## src/assert_macros.svh

```systemverilog
// Assertion macros shared by the RTL of the complex bin mean accumulator.
// No dependencies; included by files that carry concurrent assertions.
`ifndef ASSERT_MACROS_SVH
`define ASSERT_MACROS_SVH
`ifndef SYNTHESIS
`define ASSERT_PROP(lbl, clk, rst_n, prop) \
    lbl: assert property (@(posedge clk) disable iff (!rst_n) (prop)) \
        else $error("property violated");
`define ASSERT_NEVER(lbl, clk, rst_n, cond) \
    lbl: assert property (@(posedge clk) disable iff (!rst_n) !(cond)) \
        else $error("forbidden condition seen");
`else
`define ASSERT_PROP(lbl, clk, rst_n, prop)
`define ASSERT_NEVER(lbl, clk, rst_n, cond)
`endif
`endif

```

## src/cbma_pkg.sv

```systemverilog
// Package for the complex bin mean accumulator: sizes, codes and the
// command/status structs between controller and datapath. No dependencies.
package cbma_pkg;

    localparam int MAX_LAYERS  = 32;
    localparam int MAX_HEADS   = 32;
    localparam int MAX_FREQS   = 64;
    localparam int SAMPLE_BITS = 16;

    localparam int LAYER_W  = 5;
    localparam int HEAD_W   = 5;
    localparam int DIM_W    = 7;
    localparam int FREQ_W   = $clog2(MAX_FREQS);
    localparam int ADDR_W   = LAYER_W + HEAD_W + FREQ_W;
    localparam int BIN_COUNT = 2 ** ADDR_W;
    localparam int SUM_W    = 48;
    localparam int TOK_W    = 32;
    localparam int SQ_W     = 2 * SAMPLE_BITS;
    localparam int ROOT_STEPS = SQ_W / 2;
    localparam int DIV_STEPS  = SUM_W;
    localparam int CNT_W    = $clog2(DIV_STEPS);

    localparam logic [1:0] CFG_SPLIT_HALF = 2'd0;
    localparam logic [1:0] CFG_NUM_LAYERS = 2'd1;
    localparam logic [1:0] CFG_NUM_HEADS  = 2'd2;
    localparam logic [1:0] CFG_FREQ_COUNT = 2'd3;

    typedef enum logic [1:0] {
        OP_ACC   = 2'd0,
        OP_COUNT = 2'd1,
        OP_READ  = 2'd2,
        OP_RSV   = 2'd3
    } t_op;

    typedef enum logic [1:0] {
        ST_OK        = 2'd0,
        ST_BAD_INDEX = 2'd1,
        ST_NO_TOKENS = 2'd2,
        ST_NOT_PAIR  = 2'd3
    } t_status;

    typedef struct packed {
        logic              take;
        logic              clear_wr;
        logic [ADDR_W-1:0] clear_addr;
        logic              rd_en;
        logic              tok_inc;
        logic              root_load;
        logic              root_step;
        logic              acc_wr;
        logic              div_load;
        logic              div_step;
        logic              out_load;
    } t_cmd;

    typedef struct packed {
        t_status code;
        t_op     op;
        logic    out_free;
    } t_stat;

endpackage

```

## src/cbma_ctrl.sv

```systemverilog
// Controller of the complex bin mean accumulator: sequences the clearing
// pass, the square-root and division iterations. Depends on cbma_pkg.
module cbma_ctrl (
    input  logic           i_clk,
    input  logic           i_rst_n,
    input  logic           i_valid,
    input  cbma_pkg::t_stat i_stat,
    output cbma_pkg::t_cmd  o_cmd,
    output logic           o_stall
);

    typedef enum logic [2:0] {
        S_CLEAR, S_IDLE, S_CHECK, S_ROOT, S_WRITE, S_LOAD, S_DIV, S_DONE
    } t_state;

    t_state                       r_state;
    logic [cbma_pkg::CNT_W-1:0]   r_cnt;
    logic [cbma_pkg::ADDR_W-1:0]  r_clr;

    always_ff @(posedge i_clk) begin
        if (!i_rst_n) begin
            r_state <= S_CLEAR;
            r_cnt   <= '0;
            r_clr   <= '0;
        end else begin
            unique case (r_state)
                S_CLEAR: begin
                    r_clr <= r_clr + 1'b1;
                    if (r_clr == '1) r_state <= S_IDLE;
                end
                S_IDLE: begin
                    if (i_valid) r_state <= S_CHECK;
                end
                S_CHECK: begin
                    r_cnt <= '0;
                    if (i_stat.code != cbma_pkg::ST_OK) begin
                        r_state <= S_DONE;
                    end else if (i_stat.op == cbma_pkg::OP_ACC) begin
                        r_state <= S_ROOT;
                    end else if (i_stat.op == cbma_pkg::OP_READ) begin
                        r_state <= S_LOAD;
                    end else begin
                        r_state <= S_DONE;
                    end
                end
                S_ROOT: begin
                    r_cnt <= r_cnt + 1'b1;
                    if (r_cnt == cbma_pkg::CNT_W'(cbma_pkg::ROOT_STEPS - 1))
                        r_state <= S_WRITE;
                end
                S_WRITE: r_state <= S_DONE;
                S_LOAD: begin
                    r_cnt   <= '0;
                    r_state <= S_DIV;
                end
                S_DIV: begin
                    r_cnt <= r_cnt + 1'b1;
                    if (r_cnt == cbma_pkg::CNT_W'(cbma_pkg::DIV_STEPS - 1))
                        r_state <= S_DONE;
                end
                S_DONE: begin
                    if (i_stat.out_free) r_state <= S_IDLE;
                end
                default: r_state <= S_IDLE;
            endcase
        end
    end

    always_comb begin
        o_cmd            = '0;
        o_cmd.take       = (r_state == S_IDLE) && i_valid;
        o_cmd.clear_wr   = (r_state == S_CLEAR);
        o_cmd.clear_addr = r_clr;
        o_cmd.rd_en      = (r_state == S_CHECK);
        o_cmd.root_load  = (r_state == S_CHECK);
        o_cmd.tok_inc    = (r_state == S_CHECK) && (i_stat.code == cbma_pkg::ST_OK)
                           && (i_stat.op == cbma_pkg::OP_COUNT);
        o_cmd.root_step  = (r_state == S_ROOT);
        o_cmd.acc_wr     = (r_state == S_WRITE);
        o_cmd.div_load   = (r_state == S_LOAD);
        o_cmd.div_step   = (r_state == S_DIV);
        o_cmd.out_load   = (r_state == S_DONE) && i_stat.out_free;
    end

    assign o_stall = (r_state != S_IDLE);

endmodule

```

## config.mk

```make
export PLATFORM = sky130hd
export DESIGN_NAME = cbma_ctrl
export DESIGN_NICKNAME = d
export VERILOG_FILES = /design/src/assert_macros.svh /design/src/cbma_pkg.sv /design/src/cbma_ctrl.sv
export SDC_FILE = /design/constraint.sdc
export NUM_CORES = 1
export LEC_CHECK = 0
export ABC_AREA = 1
export BUFFER_PORTS_ARGS = -buffer_cell sky130_fd_sc_hd__clkbuf_2
export CORE_ASPECT_RATIO = 1.1
export CORE_MARGIN = 3
export CORE_UTILIZATION = 40
export CTS_BUF_LIST = sky130_fd_sc_hd__clkbuf_16
export CTS_CLUSTER_DIAMETER = 60
export DETAILED_ROUTE_END_ITERATION = 16
export PLACE_DENSITY_LB_ADDON = 0.25
export REMOVE_ABC_BUFFERS = 1
export SKIP_CTS_REPAIR_TIMING = 1
export SYNTH_ARGS = -nofsm -noshare
export SYNTH_HDL_FRONTEND = slang
export SYNTH_SLANG_ARGS = --single-unit
```

## constraint.sdc

```tcl
create_clock -name i_clk -period 1.5 [get_ports i_clk]
set_input_delay 0.15 -clock i_clk [delete_from_list [all_inputs] [get_ports i_clk]]
set_output_delay 0.15 -clock i_clk [all_outputs]
set_load 0.01 [all_outputs]
```

Word level (Yosys, flattened, before mapping). Index checks and enable logic that the tools add are counted.

Bits in registers: 25. Bits in latches: 0. Bits in writable memories: 0. Bits in read-only memories: 0. Bits of input ports: 8. Output and inout port bits: 27. Word-level logic and storage cells: 45. Memories kept: 0.

$add $sub $neg: 2. Multiply operators: 0. Divide/modulo/power cells: 0. $lt $le $gt $ge: 0. Eq/ne operators: 18. Shift-type cells: 0. Mux-type cells: 10. Bitwise logic cells: 0. Reduce and logical (&&, ||, !) cells: 12.

Operator list (count): $pmux W3 S8 (1); $mux W3 (7); $add A16 B1 Y16 const B (1); $eq A16 B16 Y1 const B (1); $eq A3 B3 Y1 const B (4); $pmux W6 S2 (1); $add A6 B1 Y6 const B (1); $eq A3 B2 Y1 const B (2); $eq A6 B4 Y1 const B (1); $eq A6 B6 Y1 const B (1); $ne A2 B1 Y1 const B (3); $reduce_and A5 Y1 (1); $logic_and A1 B1 Y1 (4); $logic_not A2 Y1 (2); $ne A2 B2 Y1 const B (2); $reduce_bool A2 Y1 (2); $reduce_or A2 Y1 (2); $eq A3 B1 Y1 const B (1); $logic_not A3 Y1 (1); $ne A3 B1 Y1 const B (1); $eq A2 B1 Y1 const B (1); $eq A2 B2 Y1 const B (1); $mux W2 (1).

Logic depth before layout (Yosys ltp). Gate-level depths: netlist of run 1.

Depth after elaboration: 5. Gate-level depth with buffers: 11. Gate-level depth less buffers: 10.

Worst setup path after synthesis of run 1. Ideal clock, no wire load.

Path kind: reg-to-reg. Start point: register r_clr[1] (netlist bit). End point: register r_state[1]. Library setup time: 0.113 ns. Arrival time: 1.276 ns. Data required time: 1.387 ns. Slack: 0.111 ns. Cell stages (with the launch flop): 9. Path buffers: 0. Period minus slack after synthesis: 1.389 ns. Path through: dfxtp_1 ha_1 nand3_1 inv_1 nand2_1 o21ai_0 nand2_2 nor2_1 nor2_1.

Word-level cells in the longest chain between the ends: 3.

Ends and longest elaborated chain: from (decl) (RTL line cbma_ctrl.sv:18) `logic [cbma_pkg::ADDR_W-1:0] r_clr;`; from (signal assigned) (RTL line cbma_ctrl.sv:28) `r_clr <= r_clr + 1'b1;`; $eq A16 B16 Y1 (RTL line cbma_ctrl.sv:29) `if (r_clr == '1) r_state <= S_IDLE;`; $ne A2 B1 Y1 (no line); $reduce_and A5 Y1 (no line); to (signal assigned) (RTL line cbma_ctrl.sv:29); to (signal assigned) (RTL line cbma_ctrl.sv:32) `if (i_valid) r_state <= S_CHECK;`; to (signal assigned) (RTL line cbma_ctrl.sv:37) `r_state <= S_DONE;`; to (decl) (RTL line cbma_ctrl.sv:16) `t_state r_state;`.

No other way between the ends. A chain may end at the register's enable or synchronous reset.

==> results of run 1 <==
==> stage by stage <==
stage / setup slack (ps) / power [W] / cells / utilization, %
floorplan: -23.8 / 0.00140 / 209 / -
global placement: 85.8 / 0.00176 / 304 / 50.7
detailed placement: 36.0 / 0.00177 / 304 / 50.7
CTS: -55.8 / 0.00236 / 308 / 53.1
global route: 3.87 / 0.00254 / 308 / 53.7
finish: 77.7 / 0.00237 / 308 / 53.7
==> worst min-delay path: cells and delay by family <==
family / cells / cell delay [ps]
and+or+nand+nor: 2 / 160
buffers and inverters: 1 / 250
==> per-layer routing <==
metal	routed length (um)	up-vias	share of wire (%)	track usage [%]
met2	1320	42	44	23.7
met1	1460	596	49	18.9
li1	-	780	-	-
met3	137	6	4.6	1.94
met4	55	0	1.9	7.16
met5	0	-	0	0
==> final cells by class <==
type,count,share of cell area [%]
multi-input combinational,152,43.0
sequential,25,27.9
timing repair buffer,47,14.7
inverter,32,6.74
clock buffer,3,4.13
tap,48,3.30
clock inverter,1,0.275
==> synthesized netlist by cell type (2+ instances only) <==
library cell | instances | area share (%)
sky130_fd_sc_hd__nand3_1 | 12 | 4.2
sky130_fd_sc_hd__nor2_4 | 3 | 2.4
sky130_fd_sc_hd__dfxtp_1 | 25 | 35
sky130_fd_sc_hd__o21ai_1 | 2 | 0.70
sky130_fd_sc_hd__nor3_1 | 9 | 3.2
sky130_fd_sc_hd__nand3_2 | 2 | 1.4
sky130_fd_sc_hd__nand2_4 | 2 | 1.6
sky130_fd_sc_hd__o211ai_1 | 2 | 1.1
sky130_fd_sc_hd__inv_2 | 3 | 0.79
sky130_fd_sc_hd__buf_6 | 2 | 1.6
sky130_fd_sc_hd__ha_1 | 2 | 1.8
sky130_fd_sc_hd__nand2_1 | 48 | 13
sky130_fd_sc_hd__o21ai_0 | 13 | 4.6
sky130_fd_sc_hd__nand4_1 | 5 | 2.2
sky130_fd_sc_hd__nor2_1 | 26 | 6.8
sky130_fd_sc_hd__a21oi_1 | 15 | 5.3
sky130_fd_sc_hd__nand2_2 | 4 | 1.8
sky130_fd_sc_hd__inv_1 | 28 | 7.4
==> power by group <==
part / internal (W) / switching [W]
clock network: 0.000359 / 0.000223
registers: 0.000743 / 0.0000935
logic: 0.000393 / 0.000555
total: 0.00149 / 0.000872
==> state kept, by name (all words and copies together), names as in the netlist <==
name     cells
r_state      3
r_clr       16
r_cnt        6
==> worst min-delay path by stage <==
stage	start	endpoint	depth (start not counted)
2_1_floorplan	i_rst_n	r_state[0]	2
3_3_place_gp	r_cnt[5]	r_cnt[5]	2
3_5_place_dp	r_cnt[5]	r_cnt[5]	2
4_1_cts	i_rst_n	r_clr[11]	3
5_1_grt	i_rst_n	r_state[0]	3
6_report	i_rst_n	r_state[0]	3
==> cell families after synthesis <==
logic type	after synthesis
buffers and inverters	37
DFF	25
adders and majority gates	2
and+or+nand+nor	116
xor gates and xnor gates	1
AOI/OAI and AO/OA	33
==> results.toml, run 1 <==
[route]
antenna_left = 0
average_routed_wire_per_standard_cell_um = 9.63
routed_wl_um = 2970
remaining_drc_errors = 0
dr_total_vias = 1424
viasPerCell = 4.62
detail_route.iter0.violations = 19
drt_first_pass_iters = 5

[synth]
yosys-mux-area-fraction_pct = 0
ys_warn_count = 0
synth-simple-area-share_pct = 39.3
xor_xnor_portion_of_the_synthesized_cell_area_pct = 0.613
synth_top_flop_cell = "sky130_fd_sc_hd__dfxtp_1"
synthesis.area_per_instance_sq_um = 6.68
yosys.area_share.adder_pct = 1.75
synth_seq_area_share_pct = 35.0
synthCells = 214
main_combinational_cell_family_by_area_after_synthesis = "simple AND/OR/NAND/NOR gates"
summed_instance_area_of_the_synthesized_netlist_sq_mm = 0.00143
synth_compound_gate_area_share_pct = 12.0
netlist-cell-type-count = 29
synth_edf_count = 0
ys_async_sr_fraction_pct = 0
yosys_register_bits = 25

[placed_design]
finalWeightedCongestion = 0.807
placed_area_sq_mm = 0.00172
io_buf_count = 34
place.detailed.hpwl_um = 2330

[clocking]
cts-root-buf = "sky130_fd_sc_hd__clkbuf_16"
clock_tree.buffer_depth = 2
tritoncts.num_buffers = 3
cts.reportedPaths.clkPinSlew_ps = 60
cts_max_level = 1
cts_num_sinks = 25
tritoncts = "built"
worstSkewPairLatency_ps = 260

[final_layout]
antenna-diode-count = 0
final-seq-area_sq_um = 507
fill_cells = 349
multi_input_gate_area_in_the_final_layout_sq_um = 782
most-common-layout-cells = "sky130_fd_sc_hd__nand2_1, sky130_fd_sc_hd__clkbuf_2, sky130_fd_sc_hd__inv_1"
finalInstanceArea_sq_mm = 0.00182
flow.area_growth_from_synthesis_pct = 27.3
number_of_nets_in_the_finished_design = 271
post_route_cells_drive_above_1_share_pct = 28.8
layout.cells.most_common = "sky130_fd_sc_hd__nand2_1"

[global_route]
grt_overflow_total = 0
grt_max_degree = 21
global_route.usage.total_pct = 14.5
via_count_of_the_first_global_routing_pass = 1215
first_pass_grt_wire_length_um = 5120
initial_antenna_violation_count = 0

[sta]
setup_violations = 0
timing_worst_slew_pin_value_ps = 364
slew_violations = 0
timing.setup.tns_ps = 0
min_period_over_period_pct = 94.8
grt_setup_unrepaired = "no"
fin_hold_ws_ps = 346
slew-limit-headroom_pct = 75.7
final_hold_viol_count = 0
timing.fmax_mhz = 703
finClkSkew_ps = 5.58
period_needed_ps = 1420

[setup_path]
cpPeakStageDelay_ps = 380
crit_top_cell = "sky130_fd_sc_hd__inv_2"
critPathSlowestCell = "sky130_fd_sc_hd__dfxtp_2"
endpoint = "o_cmd[6]"
crit_start = "r_state[1]"
critPathBufInv = 3
r2r_end = "r_clr[15]"
setup.reg_to_reg.worst_slack_ps = 130
largest_delay_contributor_family_on_the_critical_path = "flip-flops"
timing.critical_path.from_type = "register"
critical_path_arrival_ps = 1270
cp_num_cells = 5
reg2regPathDepth = 8
timing.critical_path.to_type = "output port"
timing.critical_path.cells = "inv_2 > nor3_4 > inv_2 > nor3_1 > clkbuf_2"
timing.setup.critical_path_class = "reg2out"
maximum_net_fanout_on_the_critical_path = 5
cp.required_ps = 1350
timing.rr.start = "r_state[2]"

[run_status]
outcome = "complete, no violations"

[job]
max-cap-violations = 0

[power_and_ir_drop]
power_density_mw_per_mm2 = 1300
power_leakage_nw = 0.885
peakVddDrop_mv = 0.967

[floorplanning]
die_h_um = 68.7
die_area_sq_mm = 0.00433
core-area_sq_mm = 0.00339
start_util_pct = 42.2
die_width_um = 63.0
ioPinCount = 35
site_rows = 22

[min_path]
min_path_type = "in2reg"
No activity file was read; power rests on OpenSTA's default activity.
==> run 2, diff against run 1 <==
--- a/config.mk
+++ b/config.mk
@@ -7,11 +7,10 @@
 export LEC_CHECK = 0
 export ABC_AREA = 1
 export BUFFER_PORTS_ARGS = -buffer_cell sky130_fd_sc_hd__clkbuf_2
-export CORE_ASPECT_RATIO = 1.1
+export CORE_ASPECT_RATIO = 1.2
 export CORE_MARGIN = 3
 export CORE_UTILIZATION = 40
 export CTS_BUF_LIST = sky130_fd_sc_hd__clkbuf_16
-export CTS_CLUSTER_DIAMETER = 60
 export DETAILED_ROUTE_END_ITERATION = 16
 export PLACE_DENSITY_LB_ADDON = 0.25
 export REMOVE_ABC_BUFFERS = 1
==> run 2 against run 1 <==
Net effect:
- sequential share of layout area grew 0.50 points
- combinational power decreased by 2%
- cell count shrank 4.5%
- critical path type unchanged
- critical endpoint unchanged
- largest cell class unchanged
- largest power group unchanged
==> results.toml, run 2 (same netlist as run 1, synthesis figures left out) <==
[global_route]
via_count_of_the_first_global_routing_pass = 1203
grt_overflow_total = 0
grt_max_degree = 21
initial_antenna_violation_count = 0
first_pass_grt_wire_length_um = 4940
global_route.usage.total_pct = 14.4

[floorplanning]
start_util_pct = 42.1
die_area_sq_mm = 0.00433
die_width_um = 60.6
site_rows = 23
ioPinCount = 35
core-area_sq_mm = 0.00340
die_h_um = 71.5

[final_layout]
number_of_nets_in_the_finished_design = 268
post_route_cells_drive_above_1_share_pct = 28.8
antenna-diode-count = 0
layout.cells.most_common = "sky130_fd_sc_hd__nand2_1"
largest_register_ffs = 16
final-seq-area_sq_um = 508
flow.area_growth_from_synthesis_pct = 25.4
most-common-layout-cells = "sky130_fd_sc_hd__nand2_1, sky130_fd_sc_hd__clkbuf_2, sky130_fd_sc_hd__inv_1"
fill_cells = 342
reg.largest.list = "r_clr: 16 flops, r_cnt: 6 flops, r_state: 3 flops"
biggest_register = "r_clr"
multi_input_gate_area_in_the_final_layout_sq_um = 787

[setup_path]
timing.rr.start = "r_state[2]"
timing.critical_path.from_type = "register"
r2r_end = "r_clr[15]"
timing.critical_path.to_type = "output port"
crit_start = "r_state[1]"
critical_path_arrival_ps = 1280
setup.reg_to_reg.worst_slack_ps = 150
maximum_net_fanout_on_the_critical_path = 6
cp.required_ps = 1350
timing.setup.critical_path_class = "reg2out"
endpoint = "o_cmd[6]"
reg2regPathDepth = 8

[clocking]
cts_max_level = 1
cts.reportedPaths.clkPinSlew_ps = 60
tritoncts.num_buffers = 3
cts_num_sinks = 25
worstSkewPairLatency_ps = 260
tritoncts = "built"
clock_tree.buffer_depth = 2
cts-root-buf = "sky130_fd_sc_hd__clkbuf_16"

[power_and_ir_drop]
power_density_mw_per_mm2 = 1330
post-layout-total-power_w = 0.00238
power_leakage_nw = 0.866
peakVddDrop_mv = 1.07

[placed_design]
io_buf_count = 34
finalWeightedCongestion = 0.764
dp_slack_ps = 22.8
place.detailed.hpwl_um = 2250

[route]
dr_total_vias = 1411
detail_route.iter0.violations = 22
viasPerCell = 4.80
average_routed_wire_per_standard_cell_um = 9.97
remaining_drc_errors = 0
routed_wl_um = 2930
antenna_left = 0
drt_first_pass_iters = 4

[sta]
period_needed_ps = 1430
final_hold_viol_count = 0
slew_violations = 0
timing_worst_slew_pin_value_ps = 356
min_period_over_period_pct = 95.1
slew-limit-headroom_pct = 76.3
fin_hold_ws_ps = 335
finClkSkew_ps = 2.90
timing.fmax_mhz = 701
timing.setup.tns_ps = 0
grt_setup_unrepaired = "yes"
worst_slack_ps = 72.8
setup_violations = 0

[job]
max-cap-violations = 0

[run_status]
outcome = "complete, no violations"

[min_path]
min_path_type = "in2reg"
run 2: worst min-delay path by stage:
stage                  start          to  depth (start not counted)
floorplan            i_rst_n  r_state[0]                          2
detailed placement  r_cnt[5]    r_cnt[5]                          2
finish               i_rst_n  r_state[2]                          3
global placement    r_cnt[5]    r_cnt[5]                          2
CTS                  i_rst_n   r_clr[11]                          3
global route         i_rst_n  r_state[0]                          3
run 2: area by class of cell:
cell class / count / share of cell area, %
Clock buffer: 3 / 4.19
Inverter: 32 / 6.84
Multi-Input combinational cell: 152 / 43.9
Sequential cell: 25 / 28.4
Tap cell: 37 / 2.58
Timing Repair Buffer: 44 / 13.7
Clock inverter: 1 / 0.419
run 2: stage by stage:
step / std cells / area (sq um) / util [%]
after CTS: 294 / 1760 / 52.0
after global routing: 294 / 1790 / 52.8
after detailed placement: 290 / 1680 / 49.5
final: 294 / 1790 / 52.8
after global placement: 290 / 1680 / 49.5
after floorplan: 209 / 1390 / -
run 2: where the power goes:
part	switching (W)	internal, W	total [W]
sequential	0.000107	0.000744	0.000851
combinational	0.000543	0.000390	0.000933
clock	0.000236	0.000362	0.000598
total	0.000886	0.00150	0.00238
run 2: critical path, cell delays in order (launching register included):
cell and delay (ps):
sky130_fd_sc_hd__dfxtp_4 390, sky130_fd_sc_hd__inv_2 80, sky130_fd_sc_hd__nor3_4 190, sky130_fd_sc_hd__inv_2 70, sky130_fd_sc_hd__nor3_1 130, sky130_fd_sc_hd__clkbuf_2 160
run 2: metal layers:
metal / global-route usage (%) / vias up / wire length, um
met5: 0 / - / 0
met4: 6.51 / 0 / 65
li1: - / 781 / -
met3: 1.62 / 7 / 139
met2: 22.7 / 37 / 1340
met1: 19.4 / 586 / 1390
